### config.mk
export PLATFORM = sky130hd
export DESIGN_NAME = adaptive_device_timing_table
export DESIGN_NICKNAME = d
export VERILOG_FILES = /design/src/adtt_pkg.sv /design/src/adaptive_device_timing_table.sv
export SDC_FILE = /design/constraint.sdc
export NUM_CORES = 2
export LEC_CHECK = 0
export BUFFER_PORTS_ARGS = -buffer_cell sky130_fd_sc_hd__buf_2
export CORE_MARGIN = 2
export CORE_UTILIZATION = 50
export DETAILED_ROUTE_END_ITERATION = 6
export GPL_TIMING_DRIVEN = 0
export PLACE_DENSITY_LB_ADDON = 0.3
export SLEW_MARGIN = 20
export SYNTH_ARGS = -nofsm -noshare
export SYNTH_HDL_FRONTEND = slang
export SYNTH_SLANG_ARGS = --single-unit
### constraint.sdc
create_clock -name aclk -period 11.1 [get_ports aclk]
set_input_delay 1.665 -clock aclk [delete_from_list [all_inputs] [get_ports aclk]]
set_output_delay 1.665 -clock aclk [all_outputs]
set_load 0.05 [all_outputs]
### src/adtt_pkg.sv
// shared types and constants for the adaptive device timing table
package adtt_pkg;

    localparam int unsigned DEVICES   = 16;
    localparam int unsigned FRAC_BITS = 8;
    localparam int unsigned DEV_W     = 4;
    localparam int unsigned GAMES_W   = 16;
    localparam int unsigned ELAPSED_W = 32;
    localparam int unsigned WAIT_W    = 22;
    localparam int unsigned CAP_W     = 16;
    localparam int unsigned TPG_W     = 40;
    localparam int unsigned OUTST_W   = 32;
    localparam int unsigned ACC_W     = 30;
    localparam int unsigned UNIT_W    = 42;
    localparam int unsigned CNT_W     = 6;
    localparam int unsigned CFG_IDX_W = 2;

    localparam logic [WAIT_W-1:0] MAX_WAIT      = 22'd3600000;
    localparam logic [WAIT_W-1:0] HALF_MAX_WAIT = 22'd1800000;
    localparam logic [WAIT_W-1:0] BASE_WAIT     = 22'd60000;
    localparam logic [WAIT_W-1:0] LEASE_RESET   = 22'd60000;
    localparam logic [ACC_W-1:0]  MUL_BOUND     = 30'd906240000;

    localparam logic [CNT_W-1:0] DIV_STEPS_M1 = 6'd39;
    localparam logic [CNT_W-1:0] MUL_STEPS_M1 = 6'd32;

    localparam logic [2:0] OP_DISPATCH  = 3'd0;
    localparam logic [2:0] OP_DELIVERY  = 3'd1;
    localparam logic [2:0] OP_TIMEOUT   = 3'd2;
    localparam logic [2:0] OP_CLEAR     = 3'd3;
    localparam logic [2:0] OP_WAIT_QRY  = 3'd4;
    localparam logic [2:0] OP_CAP_QRY   = 3'd5;

    localparam logic [CFG_IDX_W-1:0] CFG_SEED  = 2'd0;
    localparam logic [CFG_IDX_W-1:0] CFG_LEASE = 2'd1;

    typedef enum logic [2:0] {
        ST_IDLE,
        ST_READ,
        ST_EXEC,
        ST_ITER,
        ST_FINISH
    } state_t;

    typedef struct packed {
        logic [OUTST_W-1:0] games_open;
        logic               silent_flag;
        logic [WAIT_W-1:0]  prev_wait;
        logic [CAP_W-1:0]   adaptive_capacity;
        logic [CAP_W-1:0]   declared_limit;
        logic [TPG_W-1:0]   time_per_game;
    } entry_t;

endpackage

### src/adaptive_device_timing_table.sv
// adaptive device timing table: per-device capacity and wait estimator
// requests without iteration go through read, execute and finish to result or write-back
// wait query with a time estimate: 33 steps of the shared unit
// delivery with games: 40 steps of the same unit as a divider
// one request at a time, taken only in idle; a held result stalls the finish step
// reset: per-entry valid bits clear at once, unwritten entries read as zero, no clearing pass
module adaptive_device_timing_table
    import adtt_pkg::*;
(
    input  logic                 aclk,
    input  logic                 aresetn,

    input  logic                 cfg_valid,
    output logic                 cfg_ready,
    input  logic [CFG_IDX_W-1:0] cfg_index,
    input  logic [TPG_W-1:0]     cfg_data,

    input  logic                 s_valid,
    output logic                 s_ready,
    input  logic [2:0]           s_operation,
    input  logic [DEV_W-1:0]     s_device,
    input  logic [GAMES_W-1:0]   s_game_count,
    input  logic [ELAPSED_W-1:0] s_elapsed_time,
    input  logic                 s_peer_active,
    input  logic [WAIT_W-1:0]    s_waited_time,
    input  logic [CAP_W-1:0]     s_declared_capacity,

    output logic                 m_valid,
    input  logic                 m_ready,
    output logic [WAIT_W-1:0]    m_wait_time,
    output logic [CAP_W-1:0]     m_capacity
);

    state_t state_reg, state_next;

    logic [TPG_W-1:0]     seed_reg;
    logic [WAIT_W-1:0]    lease_reg;
    logic [DEVICES-1:0]   valid_reg;
    entry_t               mem [DEVICES];

    logic [2:0]           op_reg;
    logic [DEV_W-1:0]     dev_reg;
    logic [GAMES_W-1:0]   games_reg;
    logic [ELAPSED_W-1:0] elapsed_reg;
    logic                 active_reg;
    logic [WAIT_W-1:0]    waited_reg;
    logic [CAP_W-1:0]     decl_reg;
    entry_t               entry_reg;

    logic [TPG_W-1:0]     q_reg, q_next;
    logic [ACC_W-1:0]     acc_reg, acc_next;
    logic [CNT_W-1:0]     cnt_reg;

    logic                 m_valid_reg;
    logic [WAIT_W-1:0]    m_wait_reg;
    logic [CAP_W-1:0]     m_cap_reg;

    logic                 accept;
    logic                 out_free;
    logic                 has_result;
    logic                 mem_we;
    logic                 out_load;
    logic                 need_iter;
    logic [CNT_W-1:0]     iter_len;

    logic [TPG_W-1:0]     t_sel;
    logic [TPG_W:0]       p_val;
    logic [OUTST_W:0]     n_val;

    logic                 unit_sub;
    logic [UNIT_W-1:0]    unit_a, unit_b;
    logic [UNIT_W:0]      unit_sum;
    logic [GAMES_W-1:0]   rem_next;

    entry_t               entry_new;
    logic [WAIT_W-1:0]    res_wait;
    logic [CAP_W-1:0]     res_cap;
    logic [OUTST_W:0]     add_sum;
    logic [OUTST_W-1:0]   sub_val;
    logic [TPG_W:0]       tpg_sum;
    logic [CAP_W-1:0]     cap_base;
    logic [CAP_W-1:0]     decl_eff;
    logic [WAIT_W:0]      raw_wait;
    logic [WAIT_W:0]      lo_wait;

    assign accept    = s_valid && s_ready;
    assign out_free  = !m_valid_reg || m_ready;
    assign cfg_ready = 1'b1;

    assign m_valid     = m_valid_reg;
    assign m_wait_time = m_wait_reg;
    assign m_capacity  = m_cap_reg;

    // operands used by setup and iteration
    assign t_sel = (entry_reg.time_per_game != '0) ? entry_reg.time_per_game : seed_reg;
    assign p_val = {t_sel, 1'b0};
    assign n_val = {1'b0, entry_reg.games_open}
                 + {{(OUTST_W + 1 - GAMES_W){1'b0}}, games_reg};

    assign has_result = (op_reg == OP_WAIT_QRY) || (op_reg == OP_CAP_QRY);

    always_comb begin
        need_iter = 1'b0;
        iter_len  = DIV_STEPS_M1;
        if (op_reg == OP_DELIVERY) begin
            need_iter = (games_reg != '0);
        end else if (op_reg == OP_WAIT_QRY) begin
            need_iter = !entry_reg.silent_flag && (t_sel != '0);
            iter_len  = MUL_STEPS_M1;
        end
    end

    // shared add/subtract unit
    always_comb begin
        if (op_reg == OP_DELIVERY) begin
            unit_sub = 1'b1;
            unit_a   = {{(UNIT_W - GAMES_W - 1){1'b0}}, acc_reg[GAMES_W-1:0], q_reg[TPG_W-1]};
            unit_b   = {{(UNIT_W - GAMES_W){1'b0}}, games_reg};
        end else begin
            unit_sub = 1'b0;
            unit_a   = {{(UNIT_W - ACC_W - 1){1'b0}}, acc_reg, 1'b0};
            unit_b   = q_reg[TPG_W-1] ? {{(UNIT_W - TPG_W - 1){1'b0}}, p_val} : '0;
        end
        unit_sum = {1'b0, unit_a} + {1'b0, unit_b ^ {UNIT_W{unit_sub}}}
                 + {{UNIT_W{1'b0}}, unit_sub};
    end

    always_comb begin
        rem_next = unit_sum[UNIT_W] ? unit_sum[GAMES_W-1:0] : unit_a[GAMES_W-1:0];
        if (op_reg == OP_DELIVERY) begin
            acc_next = {{(ACC_W - GAMES_W){1'b0}}, rem_next};
            q_next   = {q_reg[TPG_W-2:0], unit_sum[UNIT_W]};
        end else begin
            if (unit_sum[UNIT_W-1:0] >= {{(UNIT_W - ACC_W){1'b0}}, MUL_BOUND}) begin
                acc_next = MUL_BOUND;
            end else begin
                acc_next = unit_sum[ACC_W-1:0];
            end
            q_next = {q_reg[TPG_W-2:0], 1'b0};
        end
    end

    // entry update and result
    always_comb begin
        entry_new = entry_reg;
        res_wait  = '0;
        res_cap   = '0;
        add_sum   = {1'b0, entry_reg.games_open}
                  + {{(OUTST_W + 1 - GAMES_W){1'b0}}, games_reg};
        sub_val   = (entry_reg.games_open > {{(OUTST_W - GAMES_W){1'b0}}, games_reg})
                  ? entry_reg.games_open - {{(OUTST_W - GAMES_W){1'b0}}, games_reg}
                  : '0;
        tpg_sum   = {1'b0, entry_reg.time_per_game} + {1'b0, q_reg};
        cap_base  = (entry_reg.adaptive_capacity != '0) ? entry_reg.adaptive_capacity
                                                        : entry_reg.declared_limit;
        decl_eff  = (decl_reg == '0) ? {{(CAP_W - 1){1'b0}}, 1'b1} : decl_reg;
        raw_wait  = {1'b0, lease_reg};
        if (!entry_reg.silent_flag) begin
            if (t_sel != '0) begin
                if (acc_reg >= MUL_BOUND) begin
                    raw_wait = {1'b0, MAX_WAIT};
                end else begin
                    raw_wait = {1'b0, acc_reg[ACC_W-1:FRAC_BITS]} + {1'b0, BASE_WAIT};
                end
            end else if (entry_reg.prev_wait != '0) begin
                if (entry_reg.prev_wait > HALF_MAX_WAIT) begin
                    raw_wait = {1'b0, MAX_WAIT};
                end else begin
                    raw_wait = {entry_reg.prev_wait, 1'b0};
                end
            end
        end
        lo_wait = (raw_wait < {1'b0, lease_reg}) ? {1'b0, lease_reg} : raw_wait;

        case (op_reg)
            OP_DISPATCH: begin
                entry_new.games_open = add_sum[OUTST_W] ? '1 : add_sum[OUTST_W-1:0];
            end
            OP_DELIVERY: begin
                entry_new.silent_flag = 1'b0;
                entry_new.prev_wait   = '0;
                entry_new.games_open  = sub_val;
                if ((entry_reg.adaptive_capacity != '0) &&
                    (entry_reg.adaptive_capacity < entry_reg.declared_limit)) begin
                    entry_new.adaptive_capacity = entry_reg.adaptive_capacity + 1'b1;
                end
                if ((games_reg != '0) && (q_reg != '0)) begin
                    entry_new.time_per_game = (entry_reg.time_per_game != '0)
                                            ? tpg_sum[TPG_W:1] : q_reg;
                end
            end
            OP_TIMEOUT: begin
                entry_new.games_open        = sub_val;
                entry_new.silent_flag       = !active_reg;
                entry_new.prev_wait         = active_reg ? waited_reg : '0;
                entry_new.adaptive_capacity = (cap_base > {{(CAP_W - 1){1'b0}}, 1'b1})
                                            ? {1'b0, cap_base[CAP_W-1:1]}
                                            : {{(CAP_W - 1){1'b0}}, 1'b1};
            end
            OP_CLEAR: begin
                entry_new.games_open        = '0;
                entry_new.silent_flag       = 1'b0;
                entry_new.prev_wait         = '0;
                entry_new.adaptive_capacity = '0;
            end
            OP_WAIT_QRY: begin
                res_wait = (lo_wait > {1'b0, MAX_WAIT}) ? MAX_WAIT : lo_wait[WAIT_W-1:0];
            end
            OP_CAP_QRY: begin
                entry_new.declared_limit = decl_eff;
                if ((entry_reg.adaptive_capacity == '0) ||
                    (entry_reg.adaptive_capacity > decl_eff)) begin
                    entry_new.adaptive_capacity = decl_eff;
                end
                res_cap = entry_new.adaptive_capacity;
            end
            default: begin
                entry_new = entry_reg;
            end
        endcase
    end

    // next state
    always_comb begin
        state_next = state_reg;
        case (state_reg)
            ST_IDLE: begin
                if (accept) begin
                    state_next = ST_READ;
                end
            end
            ST_READ: begin
                state_next = ST_EXEC;
            end
            ST_EXEC: begin
                state_next = need_iter ? ST_ITER : ST_FINISH;
            end
            ST_ITER: begin
                if (cnt_reg == '0) begin
                    state_next = ST_FINISH;
                end
            end
            ST_FINISH: begin
                if (!has_result || out_free) begin
                    state_next = ST_IDLE;
                end
            end
            default: begin
                state_next = ST_IDLE;
            end
        endcase
    end

    // outputs of the sequencer
    always_comb begin
        s_ready  = 1'b0;
        mem_we   = 1'b0;
        out_load = 1'b0;
        case (state_reg)
            ST_IDLE: begin
                s_ready = 1'b1;
            end
            ST_FINISH: begin
                mem_we   = 1'b1;
                out_load = has_result && out_free;
            end
            default: begin
                s_ready = 1'b0;
            end
        endcase
    end

    // control state
    always_ff @(posedge aclk) begin
        if (!aresetn) begin
            state_reg   <= ST_IDLE;
            valid_reg   <= '0;
            m_valid_reg <= 1'b0;
            seed_reg    <= '0;
            lease_reg   <= LEASE_RESET;
        end else begin
            state_reg <= state_next;
            if (mem_we) begin
                valid_reg[dev_reg] <= 1'b1;
            end
            if (out_load) begin
                m_valid_reg <= 1'b1;
            end else if (m_ready) begin
                m_valid_reg <= 1'b0;
            end
            if (cfg_valid && cfg_ready) begin
                if (cfg_index == CFG_SEED) begin
                    seed_reg <= cfg_data;
                end else if (cfg_index == CFG_LEASE) begin
                    lease_reg <= cfg_data[WAIT_W-1:0];
                end
            end
        end
    end

    // entry store
    always_ff @(posedge aclk) begin
        if (mem_we) begin
            mem[dev_reg] <= entry_new;
        end
        if (state_reg == ST_READ) begin
            entry_reg <= valid_reg[dev_reg] ? mem[dev_reg] : '0;
        end
    end

    // request capture, iteration and result registers
    always_ff @(posedge aclk) begin
        if (accept) begin
            op_reg      <= s_operation;
            dev_reg     <= s_device;
            games_reg   <= s_game_count;
            elapsed_reg <= s_elapsed_time;
            active_reg  <= s_peer_active;
            waited_reg  <= s_waited_time;
            decl_reg    <= s_declared_capacity;
        end
        if (state_reg == ST_EXEC) begin
            acc_reg <= '0;
            cnt_reg <= iter_len;
            if (op_reg == OP_DELIVERY) begin
                q_reg <= {elapsed_reg, {FRAC_BITS{1'b0}}};
            end else begin
                q_reg <= {n_val, {(TPG_W - OUTST_W - 1){1'b0}}};
            end
        end else if (state_reg == ST_ITER) begin
            acc_reg <= acc_next;
            q_reg   <= q_next;
            cnt_reg <= cnt_reg - 1'b1;
        end
        if (out_load) begin
            m_wait_reg <= res_wait;
            m_cap_reg  <= res_cap;
        end
    end

    a_accept_reads: assert property (@(posedge aclk) disable iff (!aresetn)
        accept |=> (state_reg == ST_READ))
        else $error("accepted request did not start an entry read");

    a_rem_below_divisor: assert property (@(posedge aclk) disable iff (!aresetn)
        ((state_reg == ST_ITER) && (op_reg == OP_DELIVERY)) |->
            (acc_reg[GAMES_W-1:0] < games_reg))
        else $error("divider remainder not below divisor");

    a_acc_bounded: assert property (@(posedge aclk) disable iff (!aresetn)
        ((state_reg == ST_ITER) && (op_reg == OP_WAIT_QRY)) |-> (acc_reg <= MUL_BOUND))
        else $error("multiply accumulator above saturation bound");

    a_cnt_steps: assert property (@(posedge aclk) disable iff (!aresetn)
        ((state_reg == ST_ITER) && (cnt_reg != '0)) |=>
            ((state_reg == ST_ITER) && (cnt_reg == $past(cnt_reg) - 1'b1)))
        else $error("iteration counter skipped a step");

    a_result_from_finish: assert property (@(posedge aclk) disable iff (!aresetn)
        (m_valid_reg && !$past(m_valid_reg)) |-> $past(state_reg == ST_FINISH))
        else $error("result raised outside the finish step");

endmodule
==> flow_summary.json <==
{
  "fmax_ghz": 0.101,
  "placed_cell_area_um2": 114000,
  "synth-async-reset-ratio_pct": 0,
  "max-vdd-ir-drop_uv": 174,
  "crit_arrival_ns": 10.61,
  "viasPerCell": 6.46,
  "leakage_nw": 40.4,
  "p_int_w": 0.0160,
  "seq_area_frac_synth_pct": 69.2,
  "die-area_um2": 213000,
  "critical_path_required_ns": 11.81,
  "finalPower_w": 0.0211,
  "syn_area_um2": 105000,
  "power_density_nw_per_um2": 174,
  "fin_util_pct": 58.7,
  "overflow": 0,
  "crit_chain": "clkbuf_1 -> or3_1 -> clkbuf_1 -> clkbuf_1 -> clkbuf_1 -> buf_1 -> clkbuf_1 -> o21ai_0 -> ha_1 -> clkbuf_1 -> nand4_1 -> or3_1 -> a2111oi_1 -> nor3_1 -> xnor2_1 -> nand2_1 -> o41a_1 -> a21boi_1 -> nand3_1 -> clkbuf_1 -> o21ai_0",
  "cts.sinks": 2449,
  "ant_nets": 0,
  "hpwl_um": 231000,
  "path_class": "reg -> reg",
  "drt_iter0_drc": 8824,
  "critPathBufInv": 8,
  "cts_made_buffers": 234,
  "ios": 182,
  "cp_top_family": "buffers and inverters",
  "ys_ff_latch": 2449,
  "synth_top_area_share_pct": 67.0,
  "drc": 0,
  "slew_viol_final": 0,
  "cts_resized": 0,
  "cts_hold_buf": 0,
  "cp_common_cell": "clkbuf_1",
  "finalCriticalPeriod_ns": 9.90,
  "area_delta_synth_final_pct": 16.3,
  "start_util_pct": 50.4,
  "worst_setup_path_start_kind": "flop",
  "final_common_cell": "edfxtp_1",
  "synth_fp_nets": 6383,
  "syn-mean-instance-area_um2": 17.2,
  "slew_headroom_pct": 17.5,
  "nets": 7073,
  "rows": 167,
  "drive_above_1_share_pct": 23.8,
  "synth_warnings": 0,
  "finalWeightedCongestion": 0.999,
  "synthFlopType": "edfxtp_1",
  "synthTopCellsByArea": "edfxtp_1 (67%), mux4_2 (14%), dfxtp_1 (2.1%)",
  "fin_tns_setup_ns": 0,
  "rsz0062_at_grt": "false",
  "p_sw_w": 0.00518,
  "clkSlewWorstSetupHoldPaths_ns": 0.06,
  "seqPwrFrac_pct": 50.1,
  "die_h_um": 462,
  "final_area_um2": 122000,
  "port_buffers": 179,
  "final_cells": 9775,
  "cts_root_buf": "clkbuf_16",
  "pwr-share-comb_pct": 10.8,
  "clk_latency_ns": 0.90,
  "yosys.area.top_type": "edfxtp_1",
  "hold_viol_final": 0,
  "clkPwrFrac_pct": 39.1,
  "largest_reg_flops": 2032,
  "grt_usage_pct": 30.2,
  "tritoncts": "yes",
  "maxCapViolations": 0,
  "slowest_delay_ns": 0.95,
  "endpoint_kind": "flop",
  "vias": 63183,
  "drt_pass1_iterations": 6,
  "layout_common_cells": "edfxtp_1 (2337), mux4_2 (639), nand2_1 (384)",
  "wl_per_cell_um": 33.0,
  "clockBufferDepth": 3,
  "placed_cells": 9318,
  "cts-htree-levels": 4,
  "fp.dieW_um": 462,
  "antenna_found_initial": 21,
  "holdCritPathClass": "reg -> reg",
  "setup_violations": 0,
  "post-cts-setup-buffer-count": 0,
  "p_sw_share_pct": 24.5,
  "final.period_utilization_pct": 89.2,
  "worst_path_max_delay_cell": "clkbuf_1",
  "status": "complete, no violations",
  "synth_edf_count": 2337,
  "coreArea_um2": 208000,
  "grt_pass1_vias": 61154,
  "worstMarginPinSlew_ns": 1.24,
  "finClkSkew_ns": 0.0517,
  "synth_cells": 6081,
  "yosysUniqueCellTypes": 94,
  "drt-total-wl_um": 322000,
  "crit_fanout": 10,
  "grt_max_degree": 40,
  "grt_pass1_wl_um": 454000
}
[final cells by class]
cell class / count / area (um^2)
flip-flops and latches: 2449 / 72400
clock buffers: 277 / 6070
well taps: 2788 / 3490
repair buffers: 454 / 5160
fillers: 15344 / 85900
multi-input cells: 3154 / 30800
diodes: 3 / 7.51
plain buffers: 337 / 1400
inverters: 141 / 531
clock inverters: 172 / 1930
[through the flow]
stage / setup slack (ns) / hold WS (ns)
2_1_floorplan: 0.0114 / 0.435
3_3_place_gp: -14.45 / 0.441
3_5_place_dp: 1.59 / 0.453
4_1_cts: 1.52 / 0.471
5_1_grt: 1.02 / 0.486
6_report: 1.20 / 0.471
[cell families (layout without fill, tap and decap cells)]
group / Yosys count / in the layout / share of synthesized area [%]
other: 1 / 4 / 0.00358
multiplexers: 676 / 676 / 14.1
adder cells (fa/ha/maj): 161 / 161 / 1.95
AND/OR/NAND/NOR: 1122 / 1122 / 5.27
AO/OA/AOI/OAI: 1082 / 1082 / 6.81
buffers and inverters: 478 / 1381 / 1.77
XOR/XNOR: 112 / 112 / 0.937
flip-flops: 2449 / 2449 / 69.2
[per-layer routing]
metal  vias to the layer above  wire, um  track usage (%)
li1                      26038         -                -
met1                     32800    129000             43.3
met2                      3700    147000             45.9
met3                       629     33300             6.45
met4                        16     13800             11.1
met5                         -       101                0
[worst paths after layout]
kind	startpoint	to	slack [ns]	cells past startpoint
worst min register to register	valid_reg[13]$_SDFFE_PN0P_	valid_reg[13]$_SDFFE_PN0P_	0.47	1
worst max register to register	op_reg[1]$_DFFE_PP_	acc_reg[6]$_SDFFE_PN0N_	1.20	21
worst max-delay path	op_reg[1]$_DFFE_PP_	acc_reg[6]$_SDFFE_PN0N_	1.20	21
worst min-delay path	valid_reg[13]$_SDFFE_PN0P_	valid_reg[13]$_SDFFE_PN0P_	0.47	1
[power by group through the flow]
stage | Sequential (W) | Clock [W] | Combinational [W]
2_1_floorplan | 0.0107 | 0 | 0.00139
3_3_place_gp | 0.0108 | 0 | 0.00210
3_5_place_dp | 0.0108 | 0 | 0.00222
4_1_cts | 0.0106 | 0.00836 | 0.00224
5_1_grt | 0.0106 | 0.00870 | 0.00243
6_report | 0.0106 | 0.00828 | 0.00228
[synth_stat cells (all sizes together), types with 15 or more instances]
| cell | n |
|---|---|
| nor2 | 204 |
| nand4 | 33 |
| a221oi | 15 |
| o31ai | 24 |
| nand2b | 27 |
| mux4 | 639 |
| o211ai | 35 |
| nand3 | 52 |
| buf | 78 |
| xor2 | 36 |
| or3 | 15 |
| ha | 157 |
| a31oi | 20 |
| o21a | 50 |
| and3 | 28 |
| xnor2 | 76 |
| mux2i | 33 |
| a21o | 65 |
| clkbuf | 259 |
| o21ai | 247 |
| a2111oi | 27 |
| or2 | 16 |
| nand2 | 384 |
| edfxtp | 2337 |
| inv | 139 |
| o21bai | 25 |
| a21boi | 64 |
| nor3 | 72 |
| o22ai | 37 |
| nor2b | 157 |
| and2 | 20 |
| a211oi | 25 |
| a22o | 21 |
| a22oi | 26 |
| nor4 | 65 |
| a21oi | 271 |
| dfxtp | 112 |
No activity file was read; power rests on OpenSTA's default activity.
